<file path="src/rtl/md4_pkg.sv">
`default_nettype none
package md4_pkg;

  // MD4 initial chaining words.
  localparam logic [31:0] H0_INIT = 32'h67452301;
  localparam logic [31:0] H1_INIT = 32'hefcdab89;
  localparam logic [31:0] H2_INIT = 32'h98badcfe;
  localparam logic [31:0] H3_INIT = 32'h10325476;

  // Additive constants of the second and third round groups.
  localparam logic [31:0] K_GRP1 = 32'h5a827999;
  localparam logic [31:0] K_GRP2 = 32'h6ed9eba1;

  // Round groups of sixteen steps each.
  localparam logic [1:0] GRP_F = 2'd0;
  localparam logic [1:0] GRP_G = 2'd1;
  localparam logic [1:0] GRP_H = 2'd2;

  // Byte positions inside a block that steer padding.
  localparam logic [5:0] POS_LAST    = 6'd63;
  localparam logic [5:0] POS_PAD_END = 6'd55;

  localparam logic [7:0] PAD_MARK_BYTE = 8'h80;
  localparam int unsigned STEP_LAST = 47;

  typedef enum logic [2:0] {
    S_IDLE,
    S_PAD_MARK,
    S_PAD_ZERO,
    S_PAD_LEN,
    S_ROUND,
    S_ADD,
    S_LOAD
  } md4_state_t;

  typedef enum logic [1:0] {
    BYTE_DATA,
    BYTE_MARK,
    BYTE_ZERO,
    BYTE_LEN
  } md4_byte_src_t;

  // Commands from the controller to the datapath.
  typedef struct packed {
    logic          cnt_inc;
    logic          wr_en;
    md4_byte_src_t wr_src;
    logic          wr_at_pad;
    logic          pad_load;
    logic          pad_inc;
    logic          cmp_start;
    logic          round_en;
    logic          chain_add;
    logic          out_load;
  } md4_cmd_t;

  // Status from the datapath to the controller.
  typedef struct packed {
    logic [5:0] cnt_pos;
    logic [5:0] pad_pos;
    logic       round_last;
    logic       out_busy;
  } md4_status_t;

  // Message word used by step j of a round group.
  function automatic logic [3:0] word_sel(input logic [1:0] grp, input logic [3:0] j);
    logic [3:0] w;
    begin
      unique case (grp)
        GRP_F:   w = j;
        GRP_G:   w = {j[1:0], j[3:2]};
        GRP_H:   w = {j[0], j[1], j[2], j[3]};
        default: w = j;
      endcase
      return w;
    end
  endfunction

  // Right rotation amount of a step.
  function automatic logic [4:0] rot_amt(input logic [1:0] grp, input logic [1:0] j);
    logic [4:0] s;
    begin
      unique case ({grp, j})
        {GRP_F, 2'd0}, {GRP_G, 2'd0}, {GRP_H, 2'd0}: s = 5'd29;
        {GRP_F, 2'd1}: s = 5'd25;
        {GRP_F, 2'd2}: s = 5'd21;
        {GRP_F, 2'd3}: s = 5'd13;
        {GRP_G, 2'd1}: s = 5'd27;
        {GRP_G, 2'd2}: s = 5'd23;
        {GRP_G, 2'd3}: s = 5'd19;
        {GRP_H, 2'd1}: s = 5'd23;
        {GRP_H, 2'd2}: s = 5'd21;
        {GRP_H, 2'd3}: s = 5'd17;
        default:       s = 5'd29;
      endcase
      return s;
    end
  endfunction

  // Additive constant of a round group.
  function automatic logic [31:0] step_add(input logic [1:0] grp);
    logic [31:0] k;
    begin
      unique case (grp)
        GRP_G:   k = K_GRP1;
        GRP_H:   k = K_GRP2;
        default: k = 32'd0;
      endcase
      return k;
    end
  endfunction

endpackage
`default_nettype wire

</file>
<file path="src/rtl/md4_ctrl.sv">
`default_nettype none
module md4_ctrl (
  input  wire logic               clk,
  input  wire logic               rst_n,
  input  wire logic               in_fire,
  input  wire logic               has_byte,
  input  wire logic               is_last,
  input  wire md4_pkg::md4_status_t sts,
  output logic                    in_ready,
  output md4_pkg::md4_cmd_t       cmd
);

  md4_pkg::md4_state_t state_r, state_nxt;
  md4_pkg::md4_state_t ret_r, ret_nxt;

  // State and return-target registers.
  always_ff @(posedge clk) begin
    if (!rst_n) begin
      state_r <= md4_pkg::S_IDLE;
      ret_r   <= md4_pkg::S_IDLE;
    end else begin
      state_r <= state_nxt;
      ret_r   <= ret_nxt;
    end
  end

  // Next state. A compression returns to the state held in ret_r.
  always_comb begin
    state_nxt = state_r;
    ret_nxt   = ret_r;
    unique case (state_r)
      md4_pkg::S_IDLE: begin
        if (in_fire) begin
          if (has_byte && sts.cnt_pos == md4_pkg::POS_LAST) begin
            state_nxt = md4_pkg::S_ROUND;
            ret_nxt   = is_last ? md4_pkg::S_PAD_MARK : md4_pkg::S_IDLE;
          end else if (is_last) begin
            state_nxt = md4_pkg::S_PAD_MARK;
          end
        end
      end
      md4_pkg::S_PAD_MARK: begin
        if (sts.cnt_pos == md4_pkg::POS_LAST) begin
          state_nxt = md4_pkg::S_ROUND;
          ret_nxt   = md4_pkg::S_PAD_ZERO;
        end else if (sts.cnt_pos == md4_pkg::POS_PAD_END) begin
          state_nxt = md4_pkg::S_PAD_LEN;
        end else begin
          state_nxt = md4_pkg::S_PAD_ZERO;
        end
      end
      md4_pkg::S_PAD_ZERO: begin
        if (sts.pad_pos == md4_pkg::POS_LAST) begin
          state_nxt = md4_pkg::S_ROUND;
          ret_nxt   = md4_pkg::S_PAD_ZERO;
        end else if (sts.pad_pos == md4_pkg::POS_PAD_END) begin
          state_nxt = md4_pkg::S_PAD_LEN;
        end
      end
      md4_pkg::S_PAD_LEN: begin
        if (sts.pad_pos == md4_pkg::POS_LAST) begin
          state_nxt = md4_pkg::S_ROUND;
          ret_nxt   = md4_pkg::S_LOAD;
        end
      end
      md4_pkg::S_ROUND: begin
        if (sts.round_last) begin
          state_nxt = md4_pkg::S_ADD;
        end
      end
      md4_pkg::S_ADD: begin
        state_nxt = ret_r;
      end
      md4_pkg::S_LOAD: begin
        if (!sts.out_busy) begin
          state_nxt = md4_pkg::S_IDLE;
        end
      end
      default: state_nxt = md4_pkg::S_IDLE;
    endcase
  end

  // Datapath commands.
  always_comb begin
    in_ready      = 1'b0;
    cmd           = '0;
    cmd.wr_src    = md4_pkg::BYTE_DATA;
    cmd.cmp_start = (state_nxt == md4_pkg::S_ROUND) && (state_r != md4_pkg::S_ROUND);
    unique case (state_r)
      md4_pkg::S_IDLE: begin
        in_ready    = 1'b1;
        cmd.cnt_inc = in_fire && has_byte;
        cmd.wr_en   = in_fire && has_byte;
      end
      md4_pkg::S_PAD_MARK: begin
        cmd.wr_en    = 1'b1;
        cmd.wr_src   = md4_pkg::BYTE_MARK;
        cmd.pad_load = 1'b1;
      end
      md4_pkg::S_PAD_ZERO: begin
        cmd.wr_en     = 1'b1;
        cmd.wr_src    = md4_pkg::BYTE_ZERO;
        cmd.wr_at_pad = 1'b1;
        cmd.pad_inc   = 1'b1;
      end
      md4_pkg::S_PAD_LEN: begin
        cmd.wr_en     = 1'b1;
        cmd.wr_src    = md4_pkg::BYTE_LEN;
        cmd.wr_at_pad = 1'b1;
        cmd.pad_inc   = 1'b1;
      end
      md4_pkg::S_ROUND: cmd.round_en  = 1'b1;
      md4_pkg::S_ADD:   cmd.chain_add = 1'b1;
      md4_pkg::S_LOAD:  cmd.out_load  = !sts.out_busy;
      default: ;
    endcase
  end

endmodule
`default_nettype wire

</file>
<file path="src/rtl/md4_datapath.sv">
`default_nettype none
module md4_datapath (
  input  wire logic              clk,
  input  wire logic              rst_n,
  input  wire md4_pkg::md4_cmd_t cmd,
  input  wire logic [7:0]        data_byte,
  output md4_pkg::md4_status_t   sts,
  output logic                   out_valid,
  input  wire logic              out_ready,
  output logic [31:0]            out_word,
  output logic [1:0]             out_index,
  output logic                   out_last
);

  logic [31:0] blk_r [16];
  logic [31:0] chain_r [4];
  logic [31:0] obuf_r [4];
  logic [60:0] cnt_r, cnt_nxt;
  logic [5:0]  pad_r, pad_nxt;
  logic [5:0]  round_r, round_nxt;
  logic [31:0] a_r, b_r, c_r, d_r;
  logic [1:0]  oidx_r, oidx_nxt;
  logic        ovalid_r, ovalid_nxt;

  logic [5:0]  wr_pos;
  logic [7:0]  wr_val;
  logic [63:0] len_bits;
  logic [1:0]  grp;
  logic [31:0] f_val;
  logic [31:0] t_sum;
  logic [63:0] t_dbl;
  logic [31:0] b_new;
  logic        out_fire;

  // Byte to be written into the block buffer.
  assign len_bits = {cnt_r, 3'b000};
  assign wr_pos   = cmd.wr_at_pad ? pad_r : cnt_r[5:0];
  always_comb begin
    case (cmd.wr_src)
      md4_pkg::BYTE_DATA: wr_val = data_byte;
      md4_pkg::BYTE_MARK: wr_val = md4_pkg::PAD_MARK_BYTE;
      md4_pkg::BYTE_LEN:  wr_val = len_bits[{pad_r[2:0], 3'b000} +: 8];
      default:            wr_val = 8'd0;
    endcase
  end

  // Block buffer, little-endian bytes within each word.
  always_ff @(posedge clk) begin
    if (cmd.wr_en) begin
      blk_r[wr_pos[5:2]][{wr_pos[1:0], 3'b000} +: 8] <= wr_val;
    end
  end

  // One MD4 step per cycle.
  assign grp = round_r[5:4];
  always_comb begin
    case (grp)
      md4_pkg::GRP_F: f_val = ((c_r ^ d_r) & b_r) ^ d_r;
      md4_pkg::GRP_G: f_val = (b_r & c_r) | (b_r & d_r) | (c_r & d_r);
      default:        f_val = b_r ^ c_r ^ d_r;
    endcase
  end
  assign t_sum = a_r + blk_r[md4_pkg::word_sel(grp, round_r[3:0])]
               + md4_pkg::step_add(grp) + f_val;
  assign t_dbl = {t_sum, t_sum} >> md4_pkg::rot_amt(grp, round_r[1:0]);
  assign b_new = t_dbl[31:0];

  // Working variables.
  always_ff @(posedge clk) begin
    if (cmd.cmp_start) begin
      a_r <= chain_r[0];
      b_r <= chain_r[1];
      c_r <= chain_r[2];
      d_r <= chain_r[3];
    end else if (cmd.round_en) begin
      a_r <= d_r;
      b_r <= b_new;
      c_r <= b_r;
      d_r <= c_r;
    end
  end

  // Counters for bytes, padding position and steps.
  always_comb begin
    cnt_nxt   = cnt_r;
    pad_nxt   = pad_r;
    round_nxt = round_r;
    if (cmd.out_load) begin
      cnt_nxt = '0;
    end else if (cmd.cnt_inc) begin
      cnt_nxt = cnt_r + 61'd1;
    end
    if (cmd.pad_load) begin
      pad_nxt = cnt_r[5:0] + 6'd1;
    end else if (cmd.pad_inc) begin
      pad_nxt = pad_r + 6'd1;
    end
    if (cmd.cmp_start) begin
      round_nxt = '0;
    end else if (cmd.round_en) begin
      round_nxt = round_r + 6'd1;
    end
  end

  always_ff @(posedge clk) begin
    if (!rst_n) begin
      cnt_r   <= '0;
      pad_r   <= '0;
      round_r <= '0;
    end else begin
      cnt_r   <= cnt_nxt;
      pad_r   <= pad_nxt;
      round_r <= round_nxt;
    end
  end

  // Chaining words: feed-forward after a block, reinit after the digest.
  always_ff @(posedge clk) begin
    if (!rst_n || cmd.out_load) begin
      chain_r[0] <= md4_pkg::H0_INIT;
      chain_r[1] <= md4_pkg::H1_INIT;
      chain_r[2] <= md4_pkg::H2_INIT;
      chain_r[3] <= md4_pkg::H3_INIT;
    end else if (cmd.chain_add) begin
      chain_r[0] <= chain_r[0] + a_r;
      chain_r[1] <= chain_r[1] + b_r;
      chain_r[2] <= chain_r[2] + c_r;
      chain_r[3] <= chain_r[3] + d_r;
    end
  end

  // Digest buffer drains while the next message is taken.
  always_ff @(posedge clk) begin
    if (cmd.out_load) begin
      obuf_r[0] <= chain_r[0];
      obuf_r[1] <= chain_r[1];
      obuf_r[2] <= chain_r[2];
      obuf_r[3] <= chain_r[3];
    end
  end

  assign out_fire = ovalid_r && out_ready;
  always_comb begin
    ovalid_nxt = ovalid_r;
    oidx_nxt   = oidx_r;
    if (cmd.out_load) begin
      ovalid_nxt = 1'b1;
      oidx_nxt   = '0;
    end else if (out_fire) begin
      oidx_nxt = oidx_r + 2'd1;
      if (oidx_r == 2'd3) begin
        ovalid_nxt = 1'b0;
      end
    end
  end

  always_ff @(posedge clk) begin
    if (!rst_n) begin
      ovalid_r <= 1'b0;
      oidx_r   <= '0;
    end else begin
      ovalid_r <= ovalid_nxt;
      oidx_r   <= oidx_nxt;
    end
  end

  assign out_valid = ovalid_r;
  assign out_word  = obuf_r[oidx_r];
  assign out_index = oidx_r;
  assign out_last  = (oidx_r == 2'd3);

  // Status to the controller.
  assign sts.cnt_pos    = cnt_r[5:0];
  assign sts.pad_pos    = pad_r;
  assign sts.round_last = (round_r == 6'(md4_pkg::STEP_LAST));
  assign sts.out_busy   = ovalid_r;

endmodule
`default_nettype wire

</file>
<file path="src/rtl/md4_digest_core.sv">
`default_nettype none
// MD4 digest engine, one message byte per input item.
// Input channel: in_tdata carries the message byte, in_tuser[0] says whether
// the byte is valid (0 marks a bare end of message), in_tlast ends the message.
// Output channel: four items per message, h0 to h3 of the digest, each a
// little-endian 32-bit word, with out_tuser the word index and out_tlast on h3.
// Message bytes are taken one per cycle until a 64-byte block is full; that
// block then holds in_tready low while the single shared step unit runs its
// 48 steps and the feed-forward add follows.
// On the last item the padding is written one byte per cycle (0x80, zero fill,
// eight length bytes), paused for a block compression wherever a block fills;
// one or two compressions run in all, and the digest buffer is then loaded.
// The digest sits in its own buffer, so a stalled receiver does not stop the
// next message; only the next digest load waits until the buffer has drained.
// Synchronous reset restores the MD4 initial chaining words, clears the byte
// count and drops the output valid.
module md4_digest_core (
  input  wire logic        clk,
  input  wire logic        rst_n,
  input  wire logic        in_tvalid,
  output logic             in_tready,
  input  wire logic [7:0]  in_tdata,   // [7:0] data_byte
  input  wire logic [0:0]  in_tuser,   // [0] has_byte
  input  wire logic        in_tlast,
  output logic             out_tvalid,
  input  wire logic        out_tready,
  output logic [31:0]      out_tdata,  // [31:0] digest_word
  output logic [1:0]       out_tuser,  // [1:0] word_index
  output logic             out_tlast
);

  md4_pkg::md4_cmd_t    cmd;
  md4_pkg::md4_status_t sts;
  logic                 in_fire;

  assign in_fire = in_tvalid && in_tready;

  md4_ctrl u_ctrl (
    .clk      (clk),
    .rst_n    (rst_n),
    .in_fire  (in_fire),
    .has_byte (in_tuser[0]),
    .is_last  (in_tlast),
    .sts      (sts),
    .in_ready (in_tready),
    .cmd      (cmd)
  );

  md4_datapath u_datapath (
    .clk       (clk),
    .rst_n     (rst_n),
    .cmd       (cmd),
    .data_byte (in_tdata),
    .sts       (sts),
    .out_valid (out_tvalid),
    .out_ready (out_tready),
    .out_word  (out_tdata),
    .out_index (out_tuser),
    .out_last  (out_tlast)
  );

endmodule
`default_nettype wire

</file>
<file path="config.mk">
export PLATFORM = sky130hd
export DESIGN_NAME = md4_digest_core
export DESIGN_NICKNAME = d
export VERILOG_FILES = /design/src/rtl/md4_pkg.sv /design/src/rtl/md4_ctrl.sv /design/src/rtl/md4_datapath.sv /design/src/rtl/md4_digest_core.sv
export SDC_FILE = /design/constraint.sdc
export NUM_CORES = 2
export LEC_CHECK = 0
export CORE_UTILIZATION = 45
export CTS_BUF_LIST = sky130_fd_sc_hd__clkbuf_2
export DETAILED_ROUTE_END_ITERATION = 8
export DONT_BUFFER_PORTS = 1
export GPL_ROUTABILITY_DRIVEN = 0
export PLACE_DENSITY = 0.65
export SETUP_SLACK_MARGIN = 0.2
export SLEW_MARGIN = 30
export SYNTH_ARGS = -nofsm -noshare
export SYNTH_HDL_FRONTEND = slang
export SYNTH_SLANG_ARGS = --single-unit
</file>
<file path="constraint.sdc">
create_clock -name clk -period 23.6 [get_ports clk]
set_input_delay 1.18 -clock clk [delete_from_list [all_inputs] [get_ports clk]]
set_output_delay 1.18 -clock clk [all_outputs]
set_load 0.01 [all_outputs]
</file>
==> summary.md <==
| Metric | Value |
|---|---|
| Starting Density | `0.454` |
| Cells after DPL | `5519` |
| CTS buffer count | `239` |
| CTS sink cnt | `984` |
| Residual DRC | `0` |
| Vias per cell | `5.77` |
| Number of port buffers | `0` |
| Dpl hpwl | `91000 um` |
| GRT Total Usage | `0.226` |
| Final Cell Area | `55900 um^2` |
| Relative slew slack | `0.313` |
| Placed Instance Area | `53400 um^2` |
| Post-synthesis async set-or-reset flop share | `0` |
| Die extent in x | `341 um` |
| Final setup viols | `0` |
| Routed length per instance | `22.2 um` |
| TritonCTS clock tree | `yes` |
| Root Buffer | `clkbuf_2` |
| CTS max path bufs | `3` |
| DRT Wirelength | `132000 um` |
| Mapped Cells | `4142` |
| Commonest non-fill, non-tap cell in the layout | `edfxtp_1` |
| Pre-antenna DRT Iters | `6` |
| Critical Path RT | `24.89 ns` |
| MaxCap Viol Count | `0` |
| First-pass GRT wire length | `200000 um` |
| Peak fanout along the critical path | `58` |
| Setup TNS | `0 ns` |
| Clock latency on the worst-skew pair | `1.61 ns` |
| Antenna violations before repair | `3` |
| Overall power | `3260 uW` |
| Die height | `341 um` |
| Yosys warnings | `0` |
| NumNets Final | `4567` |
| Number of synthesized flops with an enable pin | `896` |
| CP peak stage delay | `0.78 ns` |
| H-tree depth | `4` |
| DRT iter0 DRCs | `3077` |
| Gr ovfl total | `0` |
| Die area | `117000 um^2` |
| Ys flop type | `edfxtp_1` |
| Fin. max-slew vios | `0` |
| Core area | `114000 um^2` |
| Antenna viol nets, final | `0` |
| Period utilisation layout | `0.409` |
| Met3 GRT Util | `0.0359` |
| Largest net degree at the start of global routing | `72` |
| PD cells | `58.4 nW/um^2` |
| CTS clock-pin slew for the worst setup and hold paths | `0.10 ns` |
| Worst hold path type | `input port to register` |
| Startpoint types | `register` |
| Final Hold Viols | `0` |
| Seq/Total Area, Yosys | `0.553` |
| Share of layout cells above drive strength 1 | `0.164` |
| RSZ-0062 raised after global routing | `false` |
| Netlist cell types | `89` |
| Met2 usage | `0.367` |
| Synthesized area | `51900 um^2` |
| Grt met1 use | `0.307` |
| Post-CTS Repair Setup Buffers | `0` |
| Least-Margin Pin Slew | `1.00 ns` |
| Area grow syn2layout | `7.79%` |
| Most common cell on crit path | `inv_1` |
| Clk_skew | `0.135 ns` |
| Status | `finished clean` |
| Vias | `34500` |
| Ports | `51` |
| F_max | `104 MHz` |
| Avg Cell Area, Syn | `12.5 um^2` |
| Crit path cell chain | `inv_1 > ha_2 > inv_1 > a21oi_4 > buf_4 > buf_4 > mux4_2 > mux2_2 > a21oi_1 > fa_1 > fa_1 > inv_1 > ha_1 > and3_1 > nand2_1 > o21ai_2 > a21oi_4 > o21a_4 > o21a_1 > o31a_1 > xor2_1 > mux4_2 > mux4_1 > mux2_2` |
| Min Tclk post-route | `9.65 ns` |
| Worst vdd ir | `35.6 uV` |
| CP Buf/Inv Count | `5` |
| Cell family with most CP delay | `compound AO/OA/AOI/OAI gates` |
| LEAKAGE | `0.0204 uW` |
| Post-Layout Cell Count | `5973` |
| Vias in the first global route | `33500` |
| Crit path kind | `register to register` |
| Busiest layer in global routing | `met2` |
| Slowest CP cell | `buf_4` |
| Seq cells post-synth | `984` |
| Worst EP arrival | `10.94 ns` |
| Element type at the critical path end | `register` |
| Most frequent cells in the layout | `edfxtp_1, nand2_1, clkbuf_2` |
| Syn Nets | `4455` |
| Row count | `124` |
[worst reg2reg max path, stage by stage, from the launching register on]
cell     delay, ns
dfxtp_1       0.43
inv_1         0.11
ha_2          0.63
inv_1         0.36
a21oi_4       0.71
buf_4         0.78
buf_4         0.75
mux4_2        0.47
mux2_2        0.29
a21oi_1       0.44
fa_1          0.55
fa_1          0.52
inv_1         0.04
ha_1          0.38
and3_1        0.23
nand2_1       0.08
o21ai_2       0.25
a21oi_4       0.12
o21a_4        0.25
o21a_1        0.22
o31a_1        0.29
xor2_1        0.20
mux4_2        0.51
mux4_1        0.48
mux2_2        0.27
[flip-flops by register name, summed over array words and instances, names as in the netlist, 32 cells and up, named ones only]
register            flops
u_datapath.blk_r      512
u_datapath.chain_r    128
u_datapath.obuf_r     128
u_datapath.cnt_r       61
u_datapath.a_r         32
u_datapath.b_r         32
u_datapath.c_r         32
u_datapath.d_r         32
[repair_timing]
action / 4_1_cts / 5_1_grt
resized for setup: 0 / 0
endpoints found under the hold margin: 50 / 0
hold buffers: 6 / 0
[metrics by stage]
stage	hold WS [ns]	worst slack, ns	util
final	0.325	13.95	0.489
after CTS	0.132	13.86	0.488
after floorplan	0.440	10.38	-
after global routing	0.207	13.41	0.489
after detailed placement	0.471	13.94	0.467
after global placement	0.459	14.11	0.467
[layer usage]
layer | vias to the layer above | routed length [um]
li1 | 15900 | -
met2 | 1182 | 63400
met4 | 2 | 3850
met5 | - | 13
met3 | 238 | 8200
met1 | 17200 | 57000
[layout make-up]
cell class | instances | area [um^2]
Fill cell | 10100 | 58400
Sequential cell | 984 | 28700
Multi-Input combinational cell | 2847 | 22200
Tap cell | 1512 | 1890
Clock buffer | 351 | 1760
Clock inverter | 93 | 520
Inverter | 137 | 514
Timing Repair Buffer | 45 | 360
Antenna cell | 4 | 10.0
[cell families after synthesis]
group	count (synthesis)	share of synthesized area
muxes	296	0.102
xor gates and xnor gates	223	0.0378
AOI/OAI and AO/OA	737	0.0925
DFF	984	0.553
adders and majority gates	299	0.0807
and+or+nand+nor	1292	0.110
buffers and inverters	311	0.0242
[report_power, final]
part	total, uW	internal (uW)	switching [uW]	leakage (uW)
combinational	197	70.7	126	0.00990
sequential	1910	1900	8.58	0.00880
clock	1160	445	713	0.00171
total	3260	2420	848	0.0204
[worst paths after layout]
kind	from	endpoint	slack, ns	depth (start not counted)
hold / removal	in_tuser	u_ctrl.state_r[0]	0.32	5
setup reg to reg	u_datapath.round_r[4]	u_datapath.b_r[30]	13.95	24
setup / recovery	u_datapath.round_r[4]	u_datapath.b_r[30]	13.95	24
hold reg to reg	u_ctrl.ret_r[1]	u_ctrl.ret_r[1]	0.49	2
[synthesized netlist by cell type, types with 40 or more instances]
library cell  number  share of area
mux2i_1           77          0.015
a211oi_1          54         0.0078
nand2_1          517          0.037
nor2b_1           90          0.011
o21ai_0          125          0.012
a21o_1            86          0.012
dfxtp_1           88          0.034
nand3_1           64         0.0062
nor3_1            45         0.0043
and3_1            40         0.0048
mux4_2           176          0.076
inv_1            134         0.0097
xor2_1           107          0.018
ha_1             240          0.058
clkbuf_1         124         0.0090
edfxtp_1         896           0.52
xnor2_1          115          0.019
a21oi_1          199          0.019
nor2_1           402          0.029
a31oi_1           54         0.0065
fa_1              59          0.023
Power figures use the tool's default switching activity.
